<file path="src/isot0_pkg.sv">
`default_nettype none
package isot0_pkg;

  typedef enum logic [1:0] {
    ACT_TICK  = 2'd0,
    ACT_TX    = 2'd1,
    ACT_RX    = 2'd2,
    ACT_SPARE = 2'd3
  } action_e;

  typedef enum logic [2:0] {
    REG_BIT_PERIOD     = 3'd0,
    REG_SAMPLE_FIRST   = 3'd1,
    REG_SAMPLE_SECOND  = 3'd2,
    REG_SAMPLE_THIRD   = 3'd3,
    REG_ERROR_CHECK    = 3'd4,
    REG_STOP_GUARD     = 3'd5,
    REG_ERROR_SIG_END  = 3'd6,
    REG_UNUSED         = 3'd7
  } reg_idx_e;

  localparam logic [7:0] TxPreload      = 8'd40;
  localparam logic [7:0] TxRetryPreload = 8'd22;

  localparam logic [7:0] RstBitPeriod   = 8'd46;
  localparam logic [7:0] RstSampleFirst = 8'd12;
  localparam logic [7:0] RstSampleSec   = 8'd23;
  localparam logic [7:0] RstSampleThird = 8'd34;
  localparam logic [7:0] RstErrorCheck  = 8'd93;
  localparam logic [7:0] RstStopGuard   = 8'd139;
  localparam logic [7:0] RstErrSigEnd   = 8'd162;

  typedef struct packed {
    logic [7:0] bit_period;
    logic [7:0] sample_first;
    logic [7:0] sample_second;
    logic [7:0] sample_third;
    logic [7:0] error_check_time;
    logic [7:0] stop_guard_time;
    logic [7:0] error_signal_end;
  } cfg_t;

  typedef struct packed {
    logic       drive_enable;
    logic       drive_level;
    logic       pullup_enable;
    logic [7:0] rx_data;
    logic       rx_valid;
    logic       tx_done;
    logic       retry_event;
    logic       busy_res;
  } res_t;

endpackage
`default_nettype wire

</file>
<file path="src/isot0_core.sv">
`default_nettype none
module isot0_core #(
  parameter int COUNTER_BITS = 8
) (
  input  wire logic                clk_i,
  input  wire logic                rst_ni,
  input  wire logic                step_i,
  input  wire logic [1:0]          action_i,
  input  wire logic [7:0]          tx_byte_i,
  input  wire logic                line_level_i,
  input  wire isot0_pkg::cfg_t     cfg_i,
  output      isot0_pkg::res_t     res_o
);
  import isot0_pkg::*;

  typedef enum logic [3:0] {
    PH_IDLE        = 4'd0,
    PH_TX_BIT      = 4'd1,
    PH_TX_RELEASE  = 4'd2,
    PH_TX_CHECK    = 4'd3,
    PH_TX_ERRWAIT  = 4'd4,
    PH_RX_START    = 4'd5,
    PH_RX_BITWAIT  = 4'd6,
    PH_RX_S1       = 4'd7,
    PH_RX_S2       = 4'd8,
    PH_RX_S3       = 4'd9,
    PH_RX_CHECK    = 4'd10,
    PH_RX_ERRDRIVE = 4'd11,
    PH_RX_GUARD    = 4'd12
  } phase_e;

  localparam int unsigned CW = COUNTER_BITS;

  phase_e          phase_q, phase_d;
  logic [CW-1:0]   tick_q, tick_d;
  logic [7:0]      shift_q, shift_d;
  logic [7:0]      saved_q, saved_d;
  logic [3:0]      bit_idx_q, bit_idx_d;
  logic            parity_q, parity_d;
  logic [1:0]      vote_q, vote_d;
  logic            start_low_q, start_low_d;
  logic            line_out_q, line_out_d;
  logic [7:0]      rx_hold_q, rx_hold_d;

  logic            reload;
  logic            rxv, txd, retry;
  logic            tx_bit;
  logic [1:0]      vote_sum;
  logic            vote_bit;
  logic            de;

  // all timing compares against the free counter, registers zero-extended
  logic ge_period, ge_s1, ge_s2, ge_s3, ge_check, ge_guard, ge_errend;
  assign ge_period = tick_q >= CW'(cfg_i.bit_period);
  assign ge_s1     = tick_q >= CW'(cfg_i.sample_first);
  assign ge_s2     = tick_q >= CW'(cfg_i.sample_second);
  assign ge_s3     = tick_q >= CW'(cfg_i.sample_third);
  assign ge_check  = tick_q >= CW'(cfg_i.error_check_time);
  assign ge_guard  = tick_q >= CW'(cfg_i.stop_guard_time);
  assign ge_errend = tick_q >= CW'(cfg_i.error_signal_end);

  assign vote_sum = vote_q + {1'b0, line_level_i};
  assign vote_bit = vote_sum[1];

  always_comb begin
    case (bit_idx_q)
      4'd0:    tx_bit = 1'b0;
      4'd1:    tx_bit = saved_q[0];
      4'd2:    tx_bit = saved_q[1];
      4'd3:    tx_bit = saved_q[2];
      4'd4:    tx_bit = saved_q[3];
      4'd5:    tx_bit = saved_q[4];
      4'd6:    tx_bit = saved_q[5];
      4'd7:    tx_bit = saved_q[6];
      4'd8:    tx_bit = saved_q[7];
      4'd9:    tx_bit = parity_q;
      default: tx_bit = 1'b1;
    endcase
  end

  always_comb begin
    phase_d     = phase_q;
    tick_d      = tick_q;
    shift_d     = shift_q;
    saved_d     = saved_q;
    bit_idx_d   = bit_idx_q;
    parity_d    = parity_q;
    vote_d      = vote_q;
    start_low_d = start_low_q;
    line_out_d  = line_out_q;
    rx_hold_d   = rx_hold_q;
    reload      = 1'b0;
    rxv         = 1'b0;
    txd         = 1'b0;
    retry       = 1'b0;

    case (phase_q)
      PH_IDLE: begin
        if (action_i == ACT_TX) begin
          saved_d    = tx_byte_i;
          phase_d    = PH_TX_BIT;
          tick_d     = CW'(TxPreload);
          bit_idx_d  = '0;
          parity_d   = 1'b0;
          line_out_d = 1'b1;
        end else if (action_i == ACT_RX) begin
          phase_d     = PH_RX_START;
          start_low_d = 1'b0;
          line_out_d  = 1'b1;
        end
        reload = 1'b1;
      end
      PH_TX_BIT: begin
        if (ge_period) begin
          line_out_d = tx_bit;
          if (bit_idx_q >= 4'd1 && bit_idx_q <= 4'd8) parity_d = parity_q ^ tx_bit;
          tick_d    = '0;
          reload    = 1'b1;
          bit_idx_d = bit_idx_q + 4'd1;
          if (bit_idx_d >= 4'd11) phase_d = PH_TX_RELEASE;
        end
      end
      PH_TX_RELEASE: begin
        if (ge_period) phase_d = PH_TX_CHECK;
      end
      PH_TX_CHECK: begin
        if (ge_check) begin
          if (!line_level_i) begin
            retry   = 1'b1;
            phase_d = PH_TX_ERRWAIT;
          end else begin
            txd     = 1'b1;
            phase_d = PH_IDLE;
            reload  = 1'b1;
          end
        end
      end
      PH_TX_ERRWAIT: begin
        // card released the line: resend with a longer lead-in
        if (line_level_i) begin
          phase_d    = PH_TX_BIT;
          tick_d     = CW'(TxRetryPreload);
          bit_idx_d  = '0;
          parity_d   = 1'b0;
          line_out_d = 1'b1;
          reload     = 1'b1;
        end
      end
      PH_RX_START: begin
        if (!line_level_i) begin
          if (start_low_q) begin
            tick_d    = '0;
            reload    = 1'b1;
            bit_idx_d = '0;
            shift_d   = '0;
            parity_d  = 1'b0;
            phase_d   = PH_RX_BITWAIT;
          end
          start_low_d = 1'b1;
        end else begin
          start_low_d = 1'b0;
        end
      end
      PH_RX_BITWAIT: begin
        if (ge_period) begin
          tick_d  = '0;
          reload  = 1'b1;
          vote_d  = '0;
          phase_d = PH_RX_S1;
        end
      end
      PH_RX_S1: begin
        if (ge_s1) begin
          vote_d  = {1'b0, line_level_i};
          phase_d = PH_RX_S2;
        end
      end
      PH_RX_S2: begin
        if (ge_s2) begin
          vote_d  = vote_sum;
          phase_d = PH_RX_S3;
        end
      end
      PH_RX_S3: begin
        if (ge_s3) begin
          vote_d   = vote_sum;
          parity_d = parity_q ^ vote_bit;
          if (bit_idx_q < 4'd8) begin
            shift_d   = {vote_bit, shift_q[7:1]};
            bit_idx_d = bit_idx_q + 4'd1;
            phase_d   = PH_RX_BITWAIT;
          end else begin
            phase_d = PH_RX_CHECK;
          end
        end
      end
      PH_RX_CHECK: begin
        if (ge_check) begin
          if (parity_q) begin
            retry      = 1'b1;
            line_out_d = 1'b0;
            phase_d    = PH_RX_ERRDRIVE;
          end else begin
            phase_d = PH_RX_GUARD;
          end
        end
      end
      PH_RX_ERRDRIVE: begin
        if (ge_errend) begin
          phase_d     = PH_RX_START;
          start_low_d = 1'b0;
          line_out_d  = 1'b1;
        end
      end
      PH_RX_GUARD: begin
        if (ge_guard) begin
          rx_hold_d = shift_q;
          rxv       = 1'b1;
          phase_d   = PH_IDLE;
          reload    = 1'b1;
        end
      end
      default: begin
        phase_d = PH_IDLE;
        reload  = 1'b1;
      end
    endcase

    // saturating count unless this beat reloaded the counter
    if (!reload && tick_q != '1) tick_d = tick_q + CW'(1);
  end

  assign de = (phase_d == PH_TX_BIT) || (phase_d == PH_TX_RELEASE) ||
              (phase_d == PH_RX_ERRDRIVE);

  always_comb begin
    res_o.drive_enable  = de;
    res_o.drive_level   = de & line_out_d;
    res_o.pullup_enable = (phase_d >= PH_RX_START) && (phase_d <= PH_RX_GUARD) &&
                          (phase_d != PH_RX_ERRDRIVE);
    res_o.rx_data       = rx_hold_d;
    res_o.rx_valid      = rxv;
    res_o.tx_done       = txd;
    res_o.retry_event   = retry;
    res_o.busy_res      = phase_d != PH_IDLE;
  end

  always_ff @(posedge clk_i or negedge rst_ni) begin
    if (!rst_ni) begin
      phase_q     <= PH_IDLE;
      tick_q      <= '0;
      shift_q     <= '0;
      saved_q     <= '0;
      bit_idx_q   <= '0;
      parity_q    <= 1'b0;
      vote_q      <= '0;
      start_low_q <= 1'b0;
      line_out_q  <= 1'b1;
      rx_hold_q   <= '0;
    end else if (step_i) begin
      phase_q     <= phase_d;
      tick_q      <= tick_d;
      shift_q     <= shift_d;
      saved_q     <= saved_d;
      bit_idx_q   <= bit_idx_d;
      parity_q    <= parity_d;
      vote_q      <= vote_d;
      start_low_q <= start_low_d;
      line_out_q  <= line_out_d;
      rx_hold_q   <= rx_hold_d;
    end
  end

endmodule
`default_nettype wire

</file>
<file path="src/iso7816_t0_char_transceiver.sv">
`default_nettype none
// channel | handshake                    | payload
// --------+------------------------------+------------------------------------------
// tick in | in_valid_i / in_stall_o      | action_i, tx_byte_i, line_level_i
// result  | out_valid_o / out_stall_i    | drive_enable_o .. busy_res_o
// config  | cfg_we_i                     | cfg_index_i, cfg_wdata_i
//
// one tick beat in, one result beat out; a beat is taken every cycle while in_stall_o is low
// the result appears in the cycle after its tick beat is taken, from the result register
// in_stall_o is high only while a result is held and the output is stalled
// reset returns the sequencer to idle and the timing registers to their defaults
module iso7816_t0_char_transceiver #(
  parameter int COUNTER_BITS = 8
) (
  input  wire logic       clk_i,
  input  wire logic       rst_ni,
  input  wire logic       in_valid_i,
  output      logic       in_stall_o,
  input  wire logic [1:0] action_i,
  input  wire logic [7:0] tx_byte_i,
  input  wire logic       line_level_i,
  output      logic       out_valid_o,
  input  wire logic       out_stall_i,
  output      logic       drive_enable_o,
  output      logic       drive_level_o,
  output      logic       pullup_enable_o,
  output      logic [7:0] rx_data_o,
  output      logic       rx_valid_o,
  output      logic       tx_done_o,
  output      logic       retry_event_o,
  output      logic       busy_res_o,
  input  wire logic       cfg_we_i,
  input  wire logic [2:0] cfg_index_i,
  input  wire logic [7:0] cfg_wdata_i
);
  import isot0_pkg::*;

  cfg_t cfg_q;
  res_t res_d, res_q;
  logic out_valid_q;
  logic accept;

  assign in_stall_o = out_valid_q & out_stall_i;
  assign accept     = in_valid_i & ~in_stall_o;

  isot0_core #(
    .COUNTER_BITS(COUNTER_BITS)
  ) u_core (
    .clk_i        (clk_i),
    .rst_ni       (rst_ni),
    .step_i       (accept),
    .action_i     (action_i),
    .tx_byte_i    (tx_byte_i),
    .line_level_i (line_level_i),
    .cfg_i        (cfg_q),
    .res_o        (res_d)
  );

  always_ff @(posedge clk_i or negedge rst_ni) begin
    if (!rst_ni) begin
      cfg_q.bit_period       <= RstBitPeriod;
      cfg_q.sample_first     <= RstSampleFirst;
      cfg_q.sample_second    <= RstSampleSec;
      cfg_q.sample_third     <= RstSampleThird;
      cfg_q.error_check_time <= RstErrorCheck;
      cfg_q.stop_guard_time  <= RstStopGuard;
      cfg_q.error_signal_end <= RstErrSigEnd;
    end else if (cfg_we_i) begin
      case (reg_idx_e'(cfg_index_i))
        REG_BIT_PERIOD:    cfg_q.bit_period       <= cfg_wdata_i;
        REG_SAMPLE_FIRST:  cfg_q.sample_first     <= cfg_wdata_i;
        REG_SAMPLE_SECOND: cfg_q.sample_second    <= cfg_wdata_i;
        REG_SAMPLE_THIRD:  cfg_q.sample_third     <= cfg_wdata_i;
        REG_ERROR_CHECK:   cfg_q.error_check_time <= cfg_wdata_i;
        REG_STOP_GUARD:    cfg_q.stop_guard_time  <= cfg_wdata_i;
        REG_ERROR_SIG_END: cfg_q.error_signal_end <= cfg_wdata_i;
        default: ;
      endcase
    end
  end

  always_ff @(posedge clk_i or negedge rst_ni) begin
    if (!rst_ni) begin
      out_valid_q <= 1'b0;
    end else if (accept) begin
      out_valid_q <= 1'b1;
    end else if (!out_stall_i) begin
      out_valid_q <= 1'b0;
    end
  end

  always_ff @(posedge clk_i) begin
    if (accept) res_q <= res_d;
  end

  assign out_valid_o     = out_valid_q;
  assign drive_enable_o  = res_q.drive_enable;
  assign drive_level_o   = res_q.drive_level;
  assign pullup_enable_o = res_q.pullup_enable;
  assign rx_data_o       = res_q.rx_data;
  assign rx_valid_o      = res_q.rx_valid;
  assign tx_done_o       = res_q.tx_done;
  assign retry_event_o   = res_q.retry_event;
  assign busy_res_o      = res_q.busy_res;

endmodule
`default_nettype wire

</file>
<file path="config.mk">
export PLATFORM = sky130hd
export DESIGN_NAME = iso7816_t0_char_transceiver
export DESIGN_NICKNAME = d
export VERILOG_FILES = /design/src/isot0_pkg.sv /design/src/isot0_core.sv /design/src/iso7816_t0_char_transceiver.sv
export SDC_FILE = /design/constraint.sdc
export NUM_CORES = 1
export LEC_CHECK = 0
export BUFFER_PORTS_ARGS = -buffer_cell sky130_fd_sc_hd__buf_2
export CAP_MARGIN = 20
export CORE_MARGIN = 5
export CORE_UTILIZATION = 50
export CTS_CLUSTER_SIZE = 16
export DETAILED_ROUTE_END_ITERATION = 8
export GPL_ROUTABILITY_DRIVEN = 0
export GPL_TIMING_DRIVEN = 0
export PLACE_DENSITY = 0.67
export SLEW_MARGIN = 20
export SYNTH_ARGS = -nofsm -noshare
export SYNTH_HDL_FRONTEND = slang
export SYNTH_SLANG_ARGS = --single-unit
</file>
<file path="constraint.sdc">
create_clock -name clk_i -period 2.99 [get_ports clk_i]
set_input_delay 0.1495 -clock clk_i [delete_from_list [all_inputs] [get_ports clk_i]]
set_output_delay 0.1495 -clock clk_i [all_outputs]
set_load 0.005 [all_outputs]
</file>
==> flow_summary.json <==
{
  "clk_latency_ns": 0.43,
  "cp.arrival_ns": 3.10,
  "cts_buffer_depth": 2,
  "multi_input_area_um2": 3750,
  "drt-initial-drc-count": 563,
  "cts.clk_slew.worst_paths_ns": 0.05,
  "crit_required_ns": 3.16,
  "r2r_setup_slack_ns": 0.06,
  "fin_tns_setup_ns": 0,
  "synth.distinct_cells": 72,
  "die_h_um": 128.7,
  "finalHoldWorstSlack_ns": 0.04735,
  "layout_common_cells": "106 x nand2_1, 70 x o21ai_0, 69 x dfrtp_1",
  "drt_pass1_iterations": 6,
  "hold_viol_final": 0,
  "maxSlewViolCount": 0,
  "avgViaCountPerCell": 5.748,
  "synth-main-ff-cell": "dfrtp_1",
  "synthArstFlopShare_pct": 87.18,
  "grt_pass1_wl_um": 28830,
  "gr-total-overflow": 0,
  "hp-class": "primary input to flip-flop",
  "grt_start_max_net_pins": 61,
  "syn_area_per_cell_um2": 9.689,
  "wire_per_inst_um": 17.53,
  "finalCriticalPeriod_ns": 2.930,
  "rr_worst_depth": 10,
  "worstMarginPinSlew_ns": 0.8833,
  "dp_cells": 949,
  "layout_commonest_cell": "nand2_1",
  "grt_usage_pct": 22.09,
  "grt_antenna_before_repair": 0,
  "fmax_mhz": 341.3,
  "switching_share_pct": 38.53,
  "r2r_start": "u_core.tick_q[0]",
  "setup_viol": 0,
  "worst_hold_path.endpoint": "cfg_q[51]",
  "die_width_um": 128.7,
  "worstReg2RegEnd": "drive_level_o",
  "net-switching-power_uw": 2997,
  "synth_top_area_share_pct": 27.35,
  "relSlewSlack_pct": 39.59,
  "peakVddDrop_mv": 0.5422,
  "hold_start": "cfg_wdata_i[3]",
  "numCtsBuffers": 17,
  "drv_cap": 0,
  "synth_top_area_cell": "dfrtp_1",
  "cts_root_buffer": "clkbuf_16",
  "pwr_density_cell_nw_per_um2": 915.2,
  "clock-sinks": 117,
  "cp-start-kind": "flip-flop",
  "dp_hpwl_um": 12360,
  "num_rows": 43,
  "fillCellCount": 1101,
  "dieArea_um2": 16560,
  "worst_setup_path_startpoint": "u_core.tick_q[0]",
  "power.internal_uw": 4782,
  "holdPathStages": 3,
  "syn-num-nets": 818,
  "grt_setup_unrepaired": "yes",
  "drc_errors": 0,
  "p_leak_uw": 0.003806,
  "power_frac_seq_pct": 30.2,
  "synth_area_um2": 7044,
  "syn_inst": 727,
  "diodes": 0,
  "cts_max_level": 4,
  "num_vias": 5857,
  "path_class": "flip-flop to flip-flop",
  "ys_seq_elements": 117,
  "synth.area.top_cells": "dfrtp_1 27%, ha_1 11%, dfstp_2 9.3%, mux2_2 7.2%, edfxtp_1 6.4%",
  "initial_utilization_pct": 50.95,
  "p_clk_share_pct": 25.2,
  "nNetsFinal": 917,
  "syn_to_final_growth_pct": 20.67,
  "path_max_fanout": 7,
  "core_um2": 13830,
  "finalWirelength_um": 17860,
  "final_cells": 1019,
  "io_pins": 44,
  "synth_edf_count": 15,
  "outcome": "complete, no violations",
  "yosys_warnings": 0,
  "power_uw": 7780,
  "post-route-period-util_pct": 97.98,
  "endpoint_kind": "flip-flop",
  "p_comb_share_pct": 44.6,
  "fin_util_pct": 61.48,
  "portBuffers": 41,
  "drive_gt1_share_pct": 25.86,
  "synth.yosys.seq_area_share_pct": 43.07,
  "cts_tree": "done",
  "grt_pass1_vias": 5744,
  "regArea_um2": 3044,
  "skew_ns": 0.01208,
  "drt.antenna.violating_nets": 0
}
metrics by stage:
stage               worst slack [ns]  area (µm²)
floorplan                     0.1601        7044
global route                -0.03012        8501
global placement             -0.2580        7475
detailed placement           -0.3737        7508
CTS                        -0.001879        8282
finish                       0.06036        8501
how the worst max path moves through the flow:
| stage | cells after the start | slack, ns | end |
|---|---|---|---|
| floorplan | 10 | 0.16 | drive_level_o |
| global placement | 9 | -0.26 | busy_res_o |
| detailed placement | 9 | -0.37 | busy_res_o |
| CTS | 9 | -0.002 | busy_res_o |
| global route | 11 | -0.03 | u_core.tick_q[6] |
| finish | 10 | 0.06 | drive_level_o |
flip-flops by register name, summed over array words and instances (netlist names), 2 cells and up:
name,flops
u_core.shift_q,8
cfg_q,56
u_core.saved_q,8
u_core.tick_q,8
u_core.vote_q,2
rx_data_o,8
u_core.rx_hold_q,8
u_core.bit_idx_q,4
u_core.phase_q,4
cells by family after synthesis:
family / synth area share, %
adder cells (fa/ha/maj): 11.37
XOR/XNOR: 0.3731
multiplexers: 8.046
AND/OR/NAND/NOR: 15.93
buffers and inverters: 5.062
flip-flops: 43.07
AO/OA/AOI/OAI: 16.15
power groups by stage:
stage                     logic (µW)  clock network [µW]  registers [µW]
after floorplan                 2220                   0            2260
after global placement          2790                   0            2370
after detailed placement        2910                   0            2390
after CTS                       3130                1990            2380
after global routing            3830                2060            2390
final                           3470                1960            2350
layout make-up:
| cell class | instances | share of cell area (%) |
|---|---|---|
| multi-input combinational | 518 | 44.11 |
| sequential | 117 | 35.81 |
| timing repair buffer | 80 | 6.491 |
| clock buffer | 18 | 5.049 |
| inverter | 68 | 3.062 |
| tap | 180 | 2.649 |
| clock inverter | 14 | 1.604 |
| buffer | 24 | 1.222 |
cell usage after synthesis, types with 4 or more instances:
master and n:
nand3_1 12, mux2_2 45, buf_2 9, a21o_1 5, dfrtp_1 77, nand4_1 5
mux2i_1 6, nor4_1 7, o31ai_1 5, a21oi_1 32, nand2_1 106, edfxtp_1 15
inv_1 67, nor2b_1 19, ha_1 64, nor2_1 27, a31oi_1 4, nand2b_1 11
o21ai_0 73, a211oi_1 6, dfstp_2 25, clkbuf_1 14, nor3_1 15, o21a_1 5
worst max-delay path: stages, from the launching register on:
cell and delay, ns:
dfrtp_2 0.42, clkinv_4 0.09, ha_4 0.19, nand2b_4 0.15, a2111oi_4 0.40, o311ai_4 0.19, a311oi_1 0.30, nand3_1 0.12
a311oi_2 0.34, mux2i_1 0.27, and3b_1 0.20
metal layers:
| metal | wire, µm | GRT usage (%) |
|---|---|---|
| met4 | 401 | 7.288 |
| met2 | 8454 | 35.61 |
| met3 | 1071 | 4.317 |
| met1 | 7931 | 30.04 |
| met5 | 0 | 0 |
repair_timing:
item                                    in CTS  in global routing
pin swaps                                    5                 12
setup buffers                                7                 20
hold buffers                                11                  0
gates resized for setup                     17                 14
endpoints found under the setup margin      15                 19
gates cloned                                 0                  0
endpoints found under the hold margin       51                  0
No activity file was read; power rests on OpenSTA's default activity.
